--- src/rtl/core/ccdt_pkg.sv ---
// Package for the clock / stopwatch / countdown timer unit.
// Holds payload structs, command and mode codes, and time constants.
`timescale 1ns / 1ps

package ccdt_pkg;

  // Sizes
  localparam int FIFO_DEPTH = 2;
  localparam int ADDR_W     = 3;
  localparam int DATA_W     = 32;

  // Request types
  localparam logic [1:0] REQ_TICK       = 2'd0;
  localparam logic [1:0] REQ_KEY        = 2'd1;
  localparam logic [1:0] REQ_START_STOP = 2'd2;

  // Key codes
  localparam logic [3:0] KEY_SEC_UP    = 4'd1;
  localparam logic [3:0] KEY_SEC_DN    = 4'd2;
  localparam logic [3:0] KEY_MIN_UP    = 4'd3;
  localparam logic [3:0] KEY_MIN_DN    = 4'd4;
  localparam logic [3:0] KEY_HOUR_UP   = 4'd5;
  localparam logic [3:0] KEY_HOUR_DN   = 4'd6;
  localparam logic [3:0] KEY_RUN_SET   = 4'd7;
  localparam logic [3:0] KEY_NEXT_MODE = 4'd8;

  // Register indexes on the config port
  localparam logic REG_TICK_STEP = 1'b0;
  localparam logic REG_MIN_STOP  = 1'b1;

  // Register reset values
  localparam logic [6:0] TICK_STEP_RST = 7'd5;
  localparam logic [5:0] MIN_STOP_RST  = 6'd3;

  // Time limits
  localparam logic [10:0] MS_PER_S  = 11'd1000;
  localparam logic [9:0]  MS_MAX    = 10'd999;
  localparam logic [5:0]  SM_MAX    = 6'd59;
  localparam logic [4:0]  HOUR_MAX  = 5'd23;
  localparam logic [6:0]  STEP_MAX  = 7'd99;

  typedef enum logic [1:0] {
    MODE_TIMER     = 2'd0,
    MODE_STOPWATCH = 2'd1,
    MODE_CLOCK     = 2'd2
  } mode_e;

  typedef enum logic [3:0] {
    CMD_NOP,
    CMD_TICK,
    CMD_SEC_UP,
    CMD_SEC_DN,
    CMD_MIN_UP,
    CMD_MIN_DN,
    CMD_HOUR_UP,
    CMD_HOUR_DN,
    CMD_RUN_SET,
    CMD_NEXT_MODE,
    CMD_START_STOP
  } cmd_e;

  typedef struct packed {
    logic [1:0] req_type;
    logic [3:0] key_code;
  } item_t;

  typedef struct packed {
    logic [1:0] shown_mode;
    logic [4:0] shown_hours;
    logic [5:0] shown_minutes;
    logic [5:0] shown_seconds;
    logic [9:0] shown_millis;
    logic       alarm_active;
    logic       stopwatch_running;
    logic       countdown_running;
  } result_t;

  typedef struct packed {
    logic [4:0] h;
    logic [5:0] m;
    logic [5:0] s;
    logic [9:0] ms;
  } hms_t;

  typedef struct packed {
    logic [6:0] tick_step;
    logic [5:0] min_stop;
  } cfg_t;

endpackage

--- src/rtl/core/clock_stopwatch_countdown_timer_unit.sv ---
// Top level of the clock / stopwatch / countdown timer unit.
// Depends on ccdt_pkg, ccdt_front, ccdt_fifo, ccdt_back and ccdt_regs.
//
//  channel   direction  handshake              payload
//  item      in         push / full            item_i   (item_t)
//  result    out        pop / empty            result_o (result_t)
//  config    in         psel/penable/pwrite    paddr, pwdata, prdata
//
// One transaction per cycle sustained while results are popped; an item's result
// passes through the command queue, then the back end into the result queue, and pops from there.
// The back end updates all counters for a command together.
// full rises only when the command queue is full; a full result queue stalls the back end, which lets it fill.
// Reset is asynchronous; no clearing pass, items are taken right after reset.
`timescale 1ns / 1ps

module clock_stopwatch_countdown_timer_unit
  import ccdt_pkg::*;
#(
  parameter int FifoDepth = FIFO_DEPTH
) (
  input  logic              clk_i,
  input  logic              rst_ni,
  input  logic              push,
  output logic              full,
  input  item_t             item_i,
  output logic              empty,
  input  logic              pop,
  output result_t           result_o,
  input  logic              psel,
  input  logic              penable,
  input  logic              pwrite,
  input  logic [ADDR_W-1:0] paddr,
  input  logic [DATA_W-1:0] pwdata,
  output logic [DATA_W-1:0] prdata,
  output logic              pready
);

  localparam int CmdW = $bits(cmd_e);
  localparam int ResW = $bits(result_t);

  cfg_t            cfg;
  logic            cmd_push, cmd_full, cmd_empty, cmd_pop;
  cmd_e            cmd_in;
  logic [CmdW-1:0] cmd_out;
  logic            res_push, res_full;
  result_t         res_in;
  logic [ResW-1:0] res_out;

  // Classify incoming transactions
  ccdt_front u_front (
    .push_i     (push),
    .item_i     (item_i),
    .cmd_full_i (cmd_full),
    .full_o     (full),
    .cmd_push_o (cmd_push),
    .cmd_o      (cmd_in)
  );

  // Queue commands between front and back
  ccdt_fifo #(
    .Width (CmdW),
    .Depth (FifoDepth)
  ) u_cmd_fifo (
    .clk_i   (clk_i),
    .rst_ni  (rst_ni),
    .push_i  (cmd_push),
    .data_i  (CmdW'(cmd_in)),
    .full_o  (cmd_full),
    .pop_i   (cmd_pop),
    .data_o  (cmd_out),
    .empty_o (cmd_empty)
  );

  // Execute commands against the counters
  ccdt_back u_back (
    .clk_i       (clk_i),
    .rst_ni      (rst_ni),
    .cfg_i       (cfg),
    .cmd_valid_i (!cmd_empty),
    .cmd_i       (cmd_e'(cmd_out)),
    .cmd_pop_o   (cmd_pop),
    .res_full_i  (res_full),
    .res_push_o  (res_push),
    .res_o       (res_in)
  );

  // Hold results until popped
  ccdt_fifo #(
    .Width (ResW),
    .Depth (FifoDepth)
  ) u_res_fifo (
    .clk_i   (clk_i),
    .rst_ni  (rst_ni),
    .push_i  (res_push),
    .data_i  (res_in),
    .full_o  (res_full),
    .pop_i   (pop),
    .data_o  (res_out),
    .empty_o (empty)
  );

  assign result_o = result_t'(res_out);

  // Configuration registers
  ccdt_regs u_regs (
    .clk_i     (clk_i),
    .rst_ni    (rst_ni),
    .psel_i    (psel),
    .penable_i (penable),
    .pwrite_i  (pwrite),
    .paddr_i   (paddr),
    .pwdata_i  (pwdata),
    .prdata_o  (prdata),
    .pready_o  (pready),
    .cfg_o     (cfg)
  );

endmodule

--- src/rtl/core/ccdt_fifo.sv ---
// Small register FIFO used for the command queue and the result queue.
// Depends on nothing but its parameters.
`timescale 1ns / 1ps

module ccdt_fifo #(
  parameter int Width = 8,
  parameter int Depth = 2
) (
  input  logic             clk_i,
  input  logic             rst_ni,
  input  logic             push_i,
  input  logic [Width-1:0] data_i,
  output logic             full_o,
  input  logic             pop_i,
  output logic [Width-1:0] data_o,
  output logic             empty_o
);

  localparam int PtrW = (Depth > 1) ? $clog2(Depth) : 1;
  localparam int CntW = $clog2(Depth + 1);

  logic [Width-1:0] mem_q [Depth];
  logic [PtrW-1:0]  wr_ptr_q, wr_ptr_d;
  logic [PtrW-1:0]  rd_ptr_q, rd_ptr_d;
  logic [CntW-1:0]  cnt_q, cnt_d;
  logic             do_push, do_pop;

  assign full_o  = (cnt_q == CntW'(Depth));
  assign empty_o = (cnt_q == '0);
  assign do_push = push_i && !full_o;
  assign do_pop  = pop_i && !empty_o;
  assign data_o  = mem_q[rd_ptr_q];

  // Advance pointers and occupancy
  always_comb begin
    wr_ptr_d = wr_ptr_q;
    rd_ptr_d = rd_ptr_q;
    cnt_d    = cnt_q;
    if (do_push) begin
      wr_ptr_d = (wr_ptr_q == PtrW'(Depth - 1)) ? '0 : wr_ptr_q + 1'b1;
    end
    if (do_pop) begin
      rd_ptr_d = (rd_ptr_q == PtrW'(Depth - 1)) ? '0 : rd_ptr_q + 1'b1;
    end
    if (do_push && !do_pop) begin
      cnt_d = cnt_q + 1'b1;
    end else if (do_pop && !do_push) begin
      cnt_d = cnt_q - 1'b1;
    end
  end

  always_ff @(posedge clk_i or negedge rst_ni) begin
    if (!rst_ni) begin
      wr_ptr_q <= '0;
      rd_ptr_q <= '0;
      cnt_q    <= '0;
    end else begin
      wr_ptr_q <= wr_ptr_d;
      rd_ptr_q <= rd_ptr_d;
      cnt_q    <= cnt_d;
    end
  end

  // Store payload
  always_ff @(posedge clk_i) begin
    if (do_push) begin
      mem_q[wr_ptr_q] <= data_i;
    end
  end

endmodule

--- src/rtl/core/ccdt_front.sv ---
// Front end: takes input transactions and classifies them into commands.
// Depends on ccdt_pkg; feeds the command queue.
`timescale 1ns / 1ps

module ccdt_front
  import ccdt_pkg::*;
(
  input  logic  push_i,
  input  item_t item_i,
  input  logic  cmd_full_i,
  output logic  full_o,
  output logic  cmd_push_o,
  output cmd_e  cmd_o
);

  // Map request type and key code onto one command
  function automatic cmd_e classify(item_t it);
    cmd_e c;
    c = CMD_NOP;
    case (it.req_type)
      REQ_TICK:       c = CMD_TICK;
      REQ_START_STOP: c = CMD_START_STOP;
      REQ_KEY: begin
        case (it.key_code)
          KEY_SEC_UP:    c = CMD_SEC_UP;
          KEY_SEC_DN:    c = CMD_SEC_DN;
          KEY_MIN_UP:    c = CMD_MIN_UP;
          KEY_MIN_DN:    c = CMD_MIN_DN;
          KEY_HOUR_UP:   c = CMD_HOUR_UP;
          KEY_HOUR_DN:   c = CMD_HOUR_DN;
          KEY_RUN_SET:   c = CMD_RUN_SET;
          KEY_NEXT_MODE: c = CMD_NEXT_MODE;
          default:       c = CMD_NOP;
        endcase
      end
      default:        c = CMD_NOP;
    endcase
    return c;
  endfunction

  assign full_o     = cmd_full_i;
  assign cmd_push_o = push_i && !cmd_full_i;
  assign cmd_o      = classify(item_i);

endmodule

--- src/rtl/core/ccdt_regs.sv ---
// Configuration registers behind an APB-style port.
// Depends on ccdt_pkg; drives the cfg_t struct to the back end.
`timescale 1ns / 1ps

module ccdt_regs
  import ccdt_pkg::*;
(
  input  logic              clk_i,
  input  logic              rst_ni,
  input  logic              psel_i,
  input  logic              penable_i,
  input  logic              pwrite_i,
  input  logic [ADDR_W-1:0] paddr_i,
  input  logic [DATA_W-1:0] pwdata_i,
  output logic [DATA_W-1:0] prdata_o,
  output logic              pready_o,
  output cfg_t              cfg_o
);

  cfg_t cfg_q, cfg_d;
  logic reg_idx;
  logic wr_en;

  assign pready_o = 1'b1;
  assign reg_idx  = paddr_i[ADDR_W-1];
  assign wr_en    = psel_i && penable_i && pwrite_i && pready_o;

  // Decode the write transaction
  always_comb begin
    cfg_d = cfg_q;
    if (wr_en) begin
      case (reg_idx)
        REG_TICK_STEP: cfg_d.tick_step = pwdata_i[6:0];
        REG_MIN_STOP:  cfg_d.min_stop  = pwdata_i[5:0];
        default:       cfg_d = cfg_q;
      endcase
    end
  end

  // Read back
  always_comb begin
    case (reg_idx)
      REG_TICK_STEP: prdata_o = {{(DATA_W - 7){1'b0}}, cfg_q.tick_step};
      REG_MIN_STOP:  prdata_o = {{(DATA_W - 6){1'b0}}, cfg_q.min_stop};
      default:       prdata_o = '0;
    endcase
  end

  always_ff @(posedge clk_i or negedge rst_ni) begin
    if (!rst_ni) begin
      cfg_q.tick_step <= TICK_STEP_RST;
      cfg_q.min_stop  <= MIN_STOP_RST;
    end else begin
      cfg_q <= cfg_d;
    end
  end

  assign cfg_o = cfg_q;

endmodule

--- src/rtl/core/ccdt_back.sv ---
// Back end: holds the three counters and flags and executes one command a cycle unless the result queue is full.
// Depends on ccdt_pkg; reads the command queue, writes the result queue.
`timescale 1ns / 1ps

module ccdt_back
  import ccdt_pkg::*;
(
  input  logic    clk_i,
  input  logic    rst_ni,
  input  cfg_t    cfg_i,
  input  logic    cmd_valid_i,
  input  cmd_e    cmd_i,
  output logic    cmd_pop_o,
  input  logic    res_full_i,
  output logic    res_push_o,
  output result_t res_o
);

  mode_e mode_q, mode_d;
  hms_t  clk_time_q, clk_time_d;
  hms_t  sw_time_q, sw_time_d;
  hms_t  cd_time_q, cd_time_d;
  logic  sw_run_q, sw_run_d;
  logic  cd_run_q, cd_run_d;
  logic  alarm_q, alarm_d;
  logic  fire;
  logic  step_ok;
  logic  cd_under;
  logic  sw_long;
  logic [11:0] sw_secs;
  hms_t  shown;

  // Add a sub-second step with carries; hours wrap at 24
  function automatic hms_t time_add(hms_t t, logic [6:0] step);
    hms_t        r;
    logic [10:0] sum;
    r   = t;
    sum = {1'b0, t.ms} + {4'b0, step};
    if (sum >= MS_PER_S) begin
      r.ms = 10'(sum - MS_PER_S);
      if (t.s < SM_MAX) begin
        r.s = t.s + 1'b1;
      end else begin
        r.s = '0;
        if (t.m < SM_MAX) begin
          r.m = t.m + 1'b1;
        end else begin
          r.m = '0;
          r.h = (t.h >= HOUR_MAX) ? '0 : t.h + 1'b1;
        end
      end
    end else begin
      r.ms = sum[9:0];
    end
    return r;
  endfunction

  // Subtract a step; caller guarantees the total is at least the step
  function automatic hms_t time_sub(hms_t t, logic [6:0] step);
    hms_t        r;
    logic [10:0] diff;
    r    = t;
    diff = {1'b0, t.ms} + MS_PER_S - {4'b0, step};
    if (t.ms >= {3'b0, step}) begin
      r.ms = t.ms - {3'b0, step};
    end else begin
      r.ms = diff[9:0];
      if (t.s != '0) begin
        r.s = t.s - 1'b1;
      end else begin
        r.s = SM_MAX;
        if (t.m != '0) begin
          r.m = t.m - 1'b1;
        end else begin
          r.m = SM_MAX;
          r.h = t.h - 1'b1;
        end
      end
    end
    return r;
  endfunction

  // Minute up with carry into hours
  function automatic hms_t min_up(hms_t t);
    hms_t r;
    r = t;
    if (t.m < SM_MAX) begin
      r.m = t.m + 1'b1;
    end else begin
      r.m = '0;
      r.h = (t.h >= HOUR_MAX) ? '0 : t.h + 1'b1;
    end
    return r;
  endfunction

  // Minute down with borrow from hours, saturating at zero
  function automatic hms_t min_dn(hms_t t);
    hms_t r;
    r = t;
    if (t.m != '0) begin
      r.m = t.m - 1'b1;
    end else if (t.h != '0) begin
      r.m = SM_MAX;
      r.h = t.h - 1'b1;
    end
    return r;
  endfunction

  // Timer edit keys, only applied while the timer is stopped
  function automatic hms_t timer_edit(hms_t t, cmd_e c);
    hms_t r;
    r = t;
    case (c)
      CMD_SEC_UP: begin
        if (t.s < SM_MAX) begin
          r.s = t.s + 1'b1;
        end else begin
          r   = min_up(t);
          r.s = '0;
        end
      end
      CMD_SEC_DN: begin
        if (t.s != '0) begin
          r.s = t.s - 1'b1;
        end else if (t.m != '0 || t.h != '0) begin
          r   = min_dn(t);
          r.s = SM_MAX;
        end
      end
      CMD_MIN_UP: r = min_up(t);
      CMD_MIN_DN: r = min_dn(t);
      default:    r = t;
    endcase
    return r;
  endfunction

  // Clock edit keys: fields wrap on their own
  function automatic hms_t clock_edit(hms_t t, cmd_e c);
    hms_t r;
    r = t;
    case (c)
      CMD_MIN_UP:  r.m = (t.m >= SM_MAX) ? '0 : t.m + 1'b1;
      CMD_MIN_DN:  r.m = (t.m == '0) ? SM_MAX : t.m - 1'b1;
      CMD_HOUR_UP: r.h = (t.h >= HOUR_MAX) ? '0 : t.h + 1'b1;
      CMD_HOUR_DN: r.h = (t.h == '0) ? HOUR_MAX : t.h - 1'b1;
      default:     r = t;
    endcase
    return r;
  endfunction

  assign fire       = cmd_valid_i && !res_full_i;
  assign cmd_pop_o  = fire;
  assign res_push_o = fire;

  assign step_ok  = (cfg_i.tick_step != '0) && (cfg_i.tick_step <= STEP_MAX);
  assign cd_under = (cd_time_q.h == '0) && (cd_time_q.m == '0) && (cd_time_q.s == '0)
                    && (cd_time_q.ms < {3'b0, cfg_i.tick_step});

  // Compare total elapsed seconds with the stop threshold; any hour is long enough
  assign sw_secs  = 12'(sw_time_q.m) * 12'd60 + 12'(sw_time_q.s);
  assign sw_long  = (sw_time_q.h != '0) || (sw_secs > 12'(cfg_i.min_stop));

  // Execute the command at the head of the queue
  always_comb begin
    mode_d     = mode_q;
    clk_time_d = clk_time_q;
    sw_time_d  = sw_time_q;
    cd_time_d  = cd_time_q;
    sw_run_d   = sw_run_q;
    cd_run_d   = cd_run_q;
    alarm_d    = alarm_q;
    case (cmd_i)
      CMD_TICK: begin
        alarm_d = 1'b0;
        if (step_ok) begin
          clk_time_d = time_add(clk_time_q, cfg_i.tick_step);
          if (sw_run_q) begin
            sw_time_d = time_add(sw_time_q, cfg_i.tick_step);
          end
          if (cd_run_q) begin
            if (cd_under) begin
              cd_run_d  = 1'b0;
              cd_time_d = '0;
              mode_d    = MODE_TIMER;
              alarm_d   = 1'b1;
            end else begin
              cd_time_d = time_sub(cd_time_q, cfg_i.tick_step);
            end
          end
        end
      end
      CMD_NEXT_MODE: begin
        case (mode_q)
          MODE_TIMER:     mode_d = MODE_STOPWATCH;
          MODE_STOPWATCH: mode_d = MODE_CLOCK;
          default:        mode_d = MODE_TIMER;
        endcase
      end
      CMD_RUN_SET: begin
        case (mode_q)
          MODE_TIMER: cd_run_d = !cd_run_q;
          MODE_STOPWATCH: begin
            sw_run_d = !sw_run_q;
            if (!sw_run_q) begin
              sw_time_d = '0;
            end
          end
          default: sw_run_d = sw_run_q;
        endcase
      end
      CMD_START_STOP: begin
        if (sw_run_q) begin
          if (sw_long) begin
            sw_run_d = 1'b0;
          end
        end else begin
          sw_run_d  = 1'b1;
          sw_time_d = '0;
        end
      end
      CMD_SEC_UP, CMD_SEC_DN, CMD_MIN_UP, CMD_MIN_DN, CMD_HOUR_UP, CMD_HOUR_DN: begin
        if (mode_q == MODE_TIMER && !cd_run_q) begin
          cd_time_d = timer_edit(cd_time_q, cmd_i);
        end else if (mode_q == MODE_CLOCK) begin
          clk_time_d = clock_edit(clk_time_q, cmd_i);
        end
      end
      default: alarm_d = alarm_q;
    endcase
  end

  // Select the shown counter from the updated state
  always_comb begin
    case (mode_d)
      MODE_TIMER:     shown = cd_time_d;
      MODE_STOPWATCH: shown = sw_time_d;
      default:        shown = clk_time_d;
    endcase
    res_o.shown_mode        = mode_d;
    res_o.shown_hours       = shown.h;
    res_o.shown_minutes     = shown.m;
    res_o.shown_seconds     = shown.s;
    res_o.shown_millis      = shown.ms;
    res_o.alarm_active      = alarm_d;
    res_o.stopwatch_running = sw_run_d;
    res_o.countdown_running = cd_run_d;
  end

  always_ff @(posedge clk_i or negedge rst_ni) begin
    if (!rst_ni) begin
      mode_q     <= MODE_STOPWATCH;
      clk_time_q <= '0;
      sw_time_q  <= '0;
      cd_time_q  <= '0;
      sw_run_q   <= 1'b0;
      cd_run_q   <= 1'b0;
      alarm_q    <= 1'b0;
    end else if (fire) begin
      mode_q     <= mode_d;
      clk_time_q <= clk_time_d;
      sw_time_q  <= sw_time_d;
      cd_time_q  <= cd_time_d;
      sw_run_q   <= sw_run_d;
      cd_run_q   <= cd_run_d;
      alarm_q    <= alarm_d;
    end
  end

endmodule

--- config.mk ---
export PLATFORM = sky130hd
export DESIGN_NAME = clock_stopwatch_countdown_timer_unit
export DESIGN_NICKNAME = d
export VERILOG_FILES = /design/src/rtl/core/ccdt_pkg.sv /design/src/rtl/core/clock_stopwatch_countdown_timer_unit.sv /design/src/rtl/core/ccdt_fifo.sv /design/src/rtl/core/ccdt_front.sv /design/src/rtl/core/ccdt_regs.sv /design/src/rtl/core/ccdt_back.sv
export SDC_FILE = /design/constraint.sdc
export NUM_CORES = 1
export LEC_CHECK = 0
export BUFFER_PORTS_ARGS = -buffer_cell sky130_fd_sc_hd__buf_2
export CORE_MARGIN = 5
export CORE_UTILIZATION = 35
export CTS_CLUSTER_SIZE = 24
export DETAILED_ROUTE_END_ITERATION = 16
export SLEW_MARGIN = 20
export SYNTH_ARGS = -nofsm -noshare
export SYNTH_HDL_FRONTEND = slang
export SYNTH_HIERARCHICAL = 1
export SYNTH_SLANG_ARGS = --single-unit
--- constraint.sdc ---
create_clock -name clk_i -period 10.02 [get_ports clk_i]
set_clock_uncertainty 0.1 [all_clocks]
set_input_delay 0 -clock clk_i [delete_from_list [all_inputs] [get_ports clk_i]]
set_output_delay 0 -clock clk_i [all_outputs]
set_load 0.05 [all_outputs]
==> results.toml, run 1 <==
[finish]
fillers = 4376
nets = 1910
postLayoutCoreUtil_pct = 38.85
antenna_cells = 0
area_growth_pct = 9.616
post_layout_nonfiller_instances = 2362
final_layout_size_suffix_gt1_share_pct = 13.73

[timing]
max_clock_freq_mhz = 176.8
finalCriticalPeriod_ns = 5.656
fin_crit_sh_pct = 56.45
rsz0062_at_grt = "false"
timing.setup.tns_ns = 0
relSlewSlack_pct = 22.52
slew_violations = 0
finalHoldViolations = 0
finalSetupViolations = 0
tightest_slew_ns = 1.158

[floorplan]
pin_count = 115
start_util_pct = 35.44
die_y_um = 219.1
die_area_um2 = 48000
core_um2 = 43170
die_w_um = 219.1
rows = 76

[clocking]
path_clk_slew_ns = 0.07
htreeDepth = 4
cts.sinks = 179
clk_latency_ns = 0.47
cts_tree = "done"
ctsLongestPathBuffers = 2
post_cts_buffers = 0
cts_root_buffer = "clkbuf_16"
cts_made_buffers = 17

[yosys]
yosys_most_used_dff = "dfrtp_1"
synth-async-reset-ratio_pct = 59.78
ys_top_cells_by_count = "187 x nand2_1, 120 x o21ai_0, 114 x nor2_1"
yosys_warnings = 6
synth-edff-count = 72
synthTopCellsByArea = "dfrtp_1 17%, edfxtp_1 14%, ha_1 6.6%, nand2_1 4.6%, o21ai_0 3.9%"
synth.avg_cell_area_um2 = 8.789
yosys.area.top_type = "dfrtp_1"
netlist_instances = 1741
synth_cell_types = 108
synth_top_area_share_pct = 16.68
yosysMostFrequentCell = "nand2_1"
synth_area_um2 = 15300
ys_ff_latch = 179
ys_seq_area_share_pct = 31.67

[drt]
first_pass_iters = 5
viasPerCell = 5.792
wl_met2_mm = 20.29
ant_nets = 0
drt-met1-wl_mm = 21.32
routedWlPerCell_um = 19.44
totalWireLength_mm = 45.92
drc = 0
vias = 13680
top_layer = "met4"
drt-initial-drc-count = 1130
met3WireLength_mm = 3.221

[power]
irDropWorstVdd_mv = 0.2101
p_total_uw = 5436
p_leak_uw = 0.006685
power_density_nw_per_um2 = 324.1

[setup_path]
cpPeakStageDelay_ns = 0.92
crit_arrival_ns = 5.70
critPathKind = "reg -> reg"
crit_required_ns = 10.07
cpMaxStageDelayCell = "a31oi_1"
worst_setup_path_start_kind = "flop"
crit_path_end_kind = "flop"
worstPathMaxFanout = 22
crit_path_frequent_cell = "buf_4"
worstPathCellList = "mux2_2, nor4b_2, buf_4, o2111ai_2, a31oi_1, buf_4, a2bb2oi_1, o211ai_1, a21oi_1, and2_1, a211oi_1"

[global_route]
grt_remaining_overflow = 0
grt_first_pass_wirelength_mm = 72.50
antenna_found_initial = 0
grt_pass1_vias = 12897
grt_start_max_net_pins = 57
grt_use_total_pct = 18.94

[placed_design]
place_congestion = 0.9668
placedCellCount = 2307
port_buffers = 61
hpwl_mm = 33.72

[min_path]
min_path_type = "in -> async"

[outcome]
status = "finished clean"

[job]
cap_viol_max_count = 0
==> critical path: cells and delay by family, from the launching register on <==
kind	cells	cell delay [ns]
flip-flops	1	0.45
AND/OR/NAND/NOR	2	0.78
AO/OA/AOI/OAI	6	2.84
buffers and inverters	2	0.60
multiplexers	1	0.56
==> metrics by stage <==
step | worst slack [ns] | hold WS, ns | area (um2)
after global placement | 4.588 | 0.01907 | 15960
final | 4.364 | 0.04815 | 16770
after detailed placement | 4.574 | 0.02459 | 15970
after CTS | 4.471 | 0.04490 | 16760
after global routing | 4.189 | 0.09612 | 16770
after floorplan | 5.868 | -0.3956 | 15390
==> cells in the final DEF (no fill, tap or decap), types with 17 or more instances in the layout <==
master,synthesis,routed
nand2_1,187,187
o21ai_0,120,120
nor2_1,114,113
dfrtp_1,102,101
inv_1,97,97
ha_1,81,81
a21oi_1,73,73
edfxtp_1,72,72
buf_2,11,60
nand3_1,58,58
nor3_1,49,48
a31oi_1,35,35
mux2_2,30,30
xnor2_1,29,29
mux2_4,29,29
buf_4,32,27
conb_1,2,26
o21a_1,25,25
o211ai_1,23,23
and3_1,23,23
dlygate4sd3_1,0,22
nor4_1,19,19
nand2b_1,20,19
o31ai_1,20,19
nor2b_1,18,18
clkbuf_16,0,17
a211oi_1,18,17
fa_1,17,17
==> routing by layer <==
metal	GRT usage (%)	up-vias
li1	-	6502
met1	27.18	6600
met2	29.08	510
met3	3.256	68
met4	6.113	0
met5	0	-
==> cells by family after synthesis <==
| group | count (synthesis) | synth area share [%] |
|---|---|---|
| muxes | 73 | 5.986 |
| and+or+nand+nor | 588 | 19.19 |
| adders and majority gates | 98 | 8.848 |
| xor gates and xnor gates | 44 | 2.519 |
| buffers and inverters | 230 | 6.934 |
| AOI/OAI and AO/OA | 527 | 24.80 |
| other | 2 | 0.04908 |
| DFF | 179 | 31.67 |
==> state kept, by name, indices dropped and copies added (netlist names), 2 cells and up <==
register and flops:
u_back/sw_time_q 27, u_regs/cfg_o 13, u_cmd_fifo/mem_q 8, u_res_fifo/cnt_q 2
u_back/mode_q 2, u_back/cd_time_q 27, u_res_fifo/mem_q 64, u_back/clk_time_q 27
u_cmd_fifo/cnt_q 2
==> power breakdown <==
group	total (uW)	switching [uW]	leakage (uW)	internal, uW
Combinational	3380	2270	0.00435	1110
Sequential	1380	244	0.00206	1140
Clock	671	321	0.000273	350
Total	5440	2840	0.00669	2600
==> worst paths after layout <==
check                                    start                      end  slack [ns]  depth (start not counted)
setup / recovery           u_cmd_fifo/rd_ptr_q  u_res_fifo/mem_q[1][27]        4.36                         11
hold / removal                          rst_ni          u_regs/cfg_o[2]        0.05                          2
setup reg to reg           u_cmd_fifo/rd_ptr_q  u_res_fifo/mem_q[1][27]        4.36                         11
hold reg to reg            u_cmd_fifo/wr_ptr_q      u_cmd_fifo/wr_ptr_q        0.40                          1
max in group asynchronous               rst_ni      u_res_fifo/rd_ptr_q        8.46                          3
min in group clk_i                   item_i[1]   u_cmd_fifo/mem_q[1][2]        0.08                          5
==> repair_timing <==
item                                   in CTS  in global routing
gates resized for setup                     0                  0
hold buffers                               22                  0
endpoints found under the hold margin      75                  0
==> area by class of cell <==
class                      count  area (um2)  share of cell area, %
sequential                   179        4847                  28.90
tap                          585       732.0                  4.364
clock buffer                  18       429.2                  2.559
multi-input combinational   1356        9515                  56.73
clock inverter                14       146.4                 0.8728
inverter                     101       379.1                  2.260
timing repair buffer         109       723.2                  4.312
(Power assumes the default switching activity.)
==> inputs of run 2 (changes only) <==
==> constraint.sdc (replaced) <==
create_clock -name clk_i -period 4.9 [get_ports clk_i]
set_clock_uncertainty 0.1 [all_clocks]
set_input_delay 0 -clock clk_i [delete_from_list [all_inputs] [get_ports clk_i]]
set_output_delay 0 -clock clk_i [all_outputs]
set_load 0.05 [all_outputs]
==> run 2 against run 1 <==
Sequential cell count is the same. Hold slack gained 0.042 ns. Global-route usage grew 0.67 points. Critical path depth grew 2. Non-clock buffer count grew 29. Utilization grew 0.56 points. Sequential share of layout area shrank 0.41 points. Highest routed layer unchanged.
==> results.toml, run 2 (same netlist as run 1, synthesis figures left out) <==
[finish]
top_register = "u_res_fifo/mem_q"
largest_reg_flops = 64
antenna_cells = 0
nets = 1939
final_common_cell = "nand2_1"
area_growth_pct = 11.19
final_layout_size_suffix_gt1_share_pct = 14.89
layout_common_cells = "187 x nand2_1, 120 x o21ai_0, 113 x nor2_1, 101 x dfrtp_1, 97 x inv_1"

[timing]
setup_slack_ns = 0.3150
finalHoldViolations = 0
finalCriticalPeriod_ns = 4.585
tightest_slew_ns = 1.039
max_clock_freq_mhz = 218.1
relSlewSlack_pct = 30.00
finalSetupViolations = 0
fin_crit_sh_pct = 93.57
rsz0062_at_grt = "false"
slew_violations = 0
timing.setup.tns_ns = 0

[clocking]
htreeDepth = 4
clk_latency_ns = 0.47
post_cts_buffers = 0
cts.sinks = 179
cts_root_buffer = "clkbuf_16"
cts_tree = "done"
ctsLongestPathBuffers = 2
path_clk_slew_ns = 0.08
cts_made_buffers = 17

[job]
cap_viol_max_count = 0

[placed_design]
port_buffers = 61
place_congestion = 0.9757
hpwl_mm = 35.57
dpl_worst_slack_ns = 0.2731

[global_route]
grt_start_max_net_pins = 54
top_usage_layer = "met2"
grt.met1_usage_pct = 28.27
grt_pass1_vias = 13178
grt_first_pass_wirelength_mm = 74.84
antenna_found_initial = 0
grt_remaining_overflow = 0
use_met3_pct = 3.021
grtUsageMet2_pct = 30.11
grt_use_total_pct = 19.62

[setup_path]
crit_arrival_ns = 4.74
cpPeakStageDelay_ns = 0.52
worst_setup_path_start_kind = "flop"
worstPathMaxFanout = 6
ff2ff_setup_slack_ns = 0.32
critPathKind = "reg -> reg"
crit_path_end_kind = "flop"
crit_required_ns = 5.05
worstPathCellList = "inv_1, fa_1, fa_1, inv_1, ha_1, and3_1, a221o_1, o41ai_1, xor2_1, or3_1, a21oi_1, o2111ai_1, a41oi_2"
cpMaxStageDelayCell = "fa_1"

[floorplan]
core_um2 = 43170
rows = 76
die_y_um = 219.1
start_util_pct = 35.44
die_w_um = 219.1
pin_count = 115
die_area_um2 = 48000

[drt]
viasPerCell = 5.867
first_pass_iters = 5
ant_nets = 0
drc = 0
totalWireLength_mm = 47.39
routedWlPerCell_um = 19.82
vias = 14028
drt-initial-drc-count = 1259

[min_path]
min_path_type = "in -> reg"

[power]
power_density_nw_per_um2 = 660.5
irDropWorstVdd_mv = 0.3548
p_leak_uw = 0.006848

[outcome]
status = "finished clean"
==> run 2: cell types whose count changed in the layout (fill, tap and decap cells not counted), sizes merged <==
cell	change
buf	+26
dlygate4sd3	+3
clkinv	+2
clkinvlp	-2
clkbuf	-1
inv	+1
==> run 2: area by class of cell <==
class	instances	area, um2
clock buffers	17	425.4
clock inverters	15	167.7
fillers	4357	26160
inverters	101	379.1
multi-input cells	1356	9513
flip-flops and latches	179	4847
well taps	585	732.0
repair buffers	138	948.4
==> run 2: timing repair <==
action,4_1_cts,5_1_grt
hold endpoints to repair,126,0
setup endpoints to repair,0,2
hold buffers,25,0
resized for setup,0,1
==> run 2: path summary, 6_finish.rpt <==
kind	cells after the start	endpoint	start
setup / recovery	13	u_res_fifo/mem_q[1][1]	u_back/sw_time_q[17]
setup reg to reg	13	u_res_fifo/mem_q[1][1]	u_back/sw_time_q[17]
hold / removal	5	u_cmd_fifo/mem_q[0][2]	item_i[1]
max in group asynchronous	3	u_back/cd_time_q[3]	rst_ni
hold reg to reg	2	u_back/alarm_q	u_back/alarm_q
min in group asynchronous	3	u_regs/cfg_o[5]	rst_ni
==> run 2: routing by layer <==
layer  wire length [um]  part of all wire, %
met1              21520                   45
met2              20920                   44
met3               3558                  7.5
met4               1396                  2.9
met5                  0                    0
==> run 2: metrics by stage <==
stage / instances / area (um2) / utilization, % / hold slack, ns / total power (uW)
after floorplan: 1765 / 15390 / - / -0.3956 / 7907
after global placement: 2334 / 16160 / 37.44 / -0.2205 / 9619
after detailed placement: 2334 / 16160 / 37.44 / -0.2232 / 9721
after CTS: 2391 / 17010 / 39.39 / 0.06842 / 11200
after global routing: 2391 / 17010 / 39.41 / 0.1322 / 11990
final: 2391 / 17010 / 39.41 / 0.08991 / 11240
==> run 2: critical path: cells and delay by family, from the launching register on <==
| kind | cells | cell delay, ns |
|---|---|---|
| AOI/OAI and AO/OA | 5 | 1.58 |
| xor gates and xnor gates | 1 | 0.15 |
| adders and majority gates | 3 | 1.35 |
| buffers and inverters | 2 | 0.14 |
| DFF | 1 | 0.47 |
| and+or+nand+nor | 2 | 0.57 |
==> run 2: where the power goes <==
group          leakage [uW]  switching (uW)  total, uW  internal [uW]
Combinational       0.00449            4670       7000           2330
Sequential          0.00206             495       2830           2330
Clock              0.000289             689       1410            725
Total               0.00685            5850      11200           5390
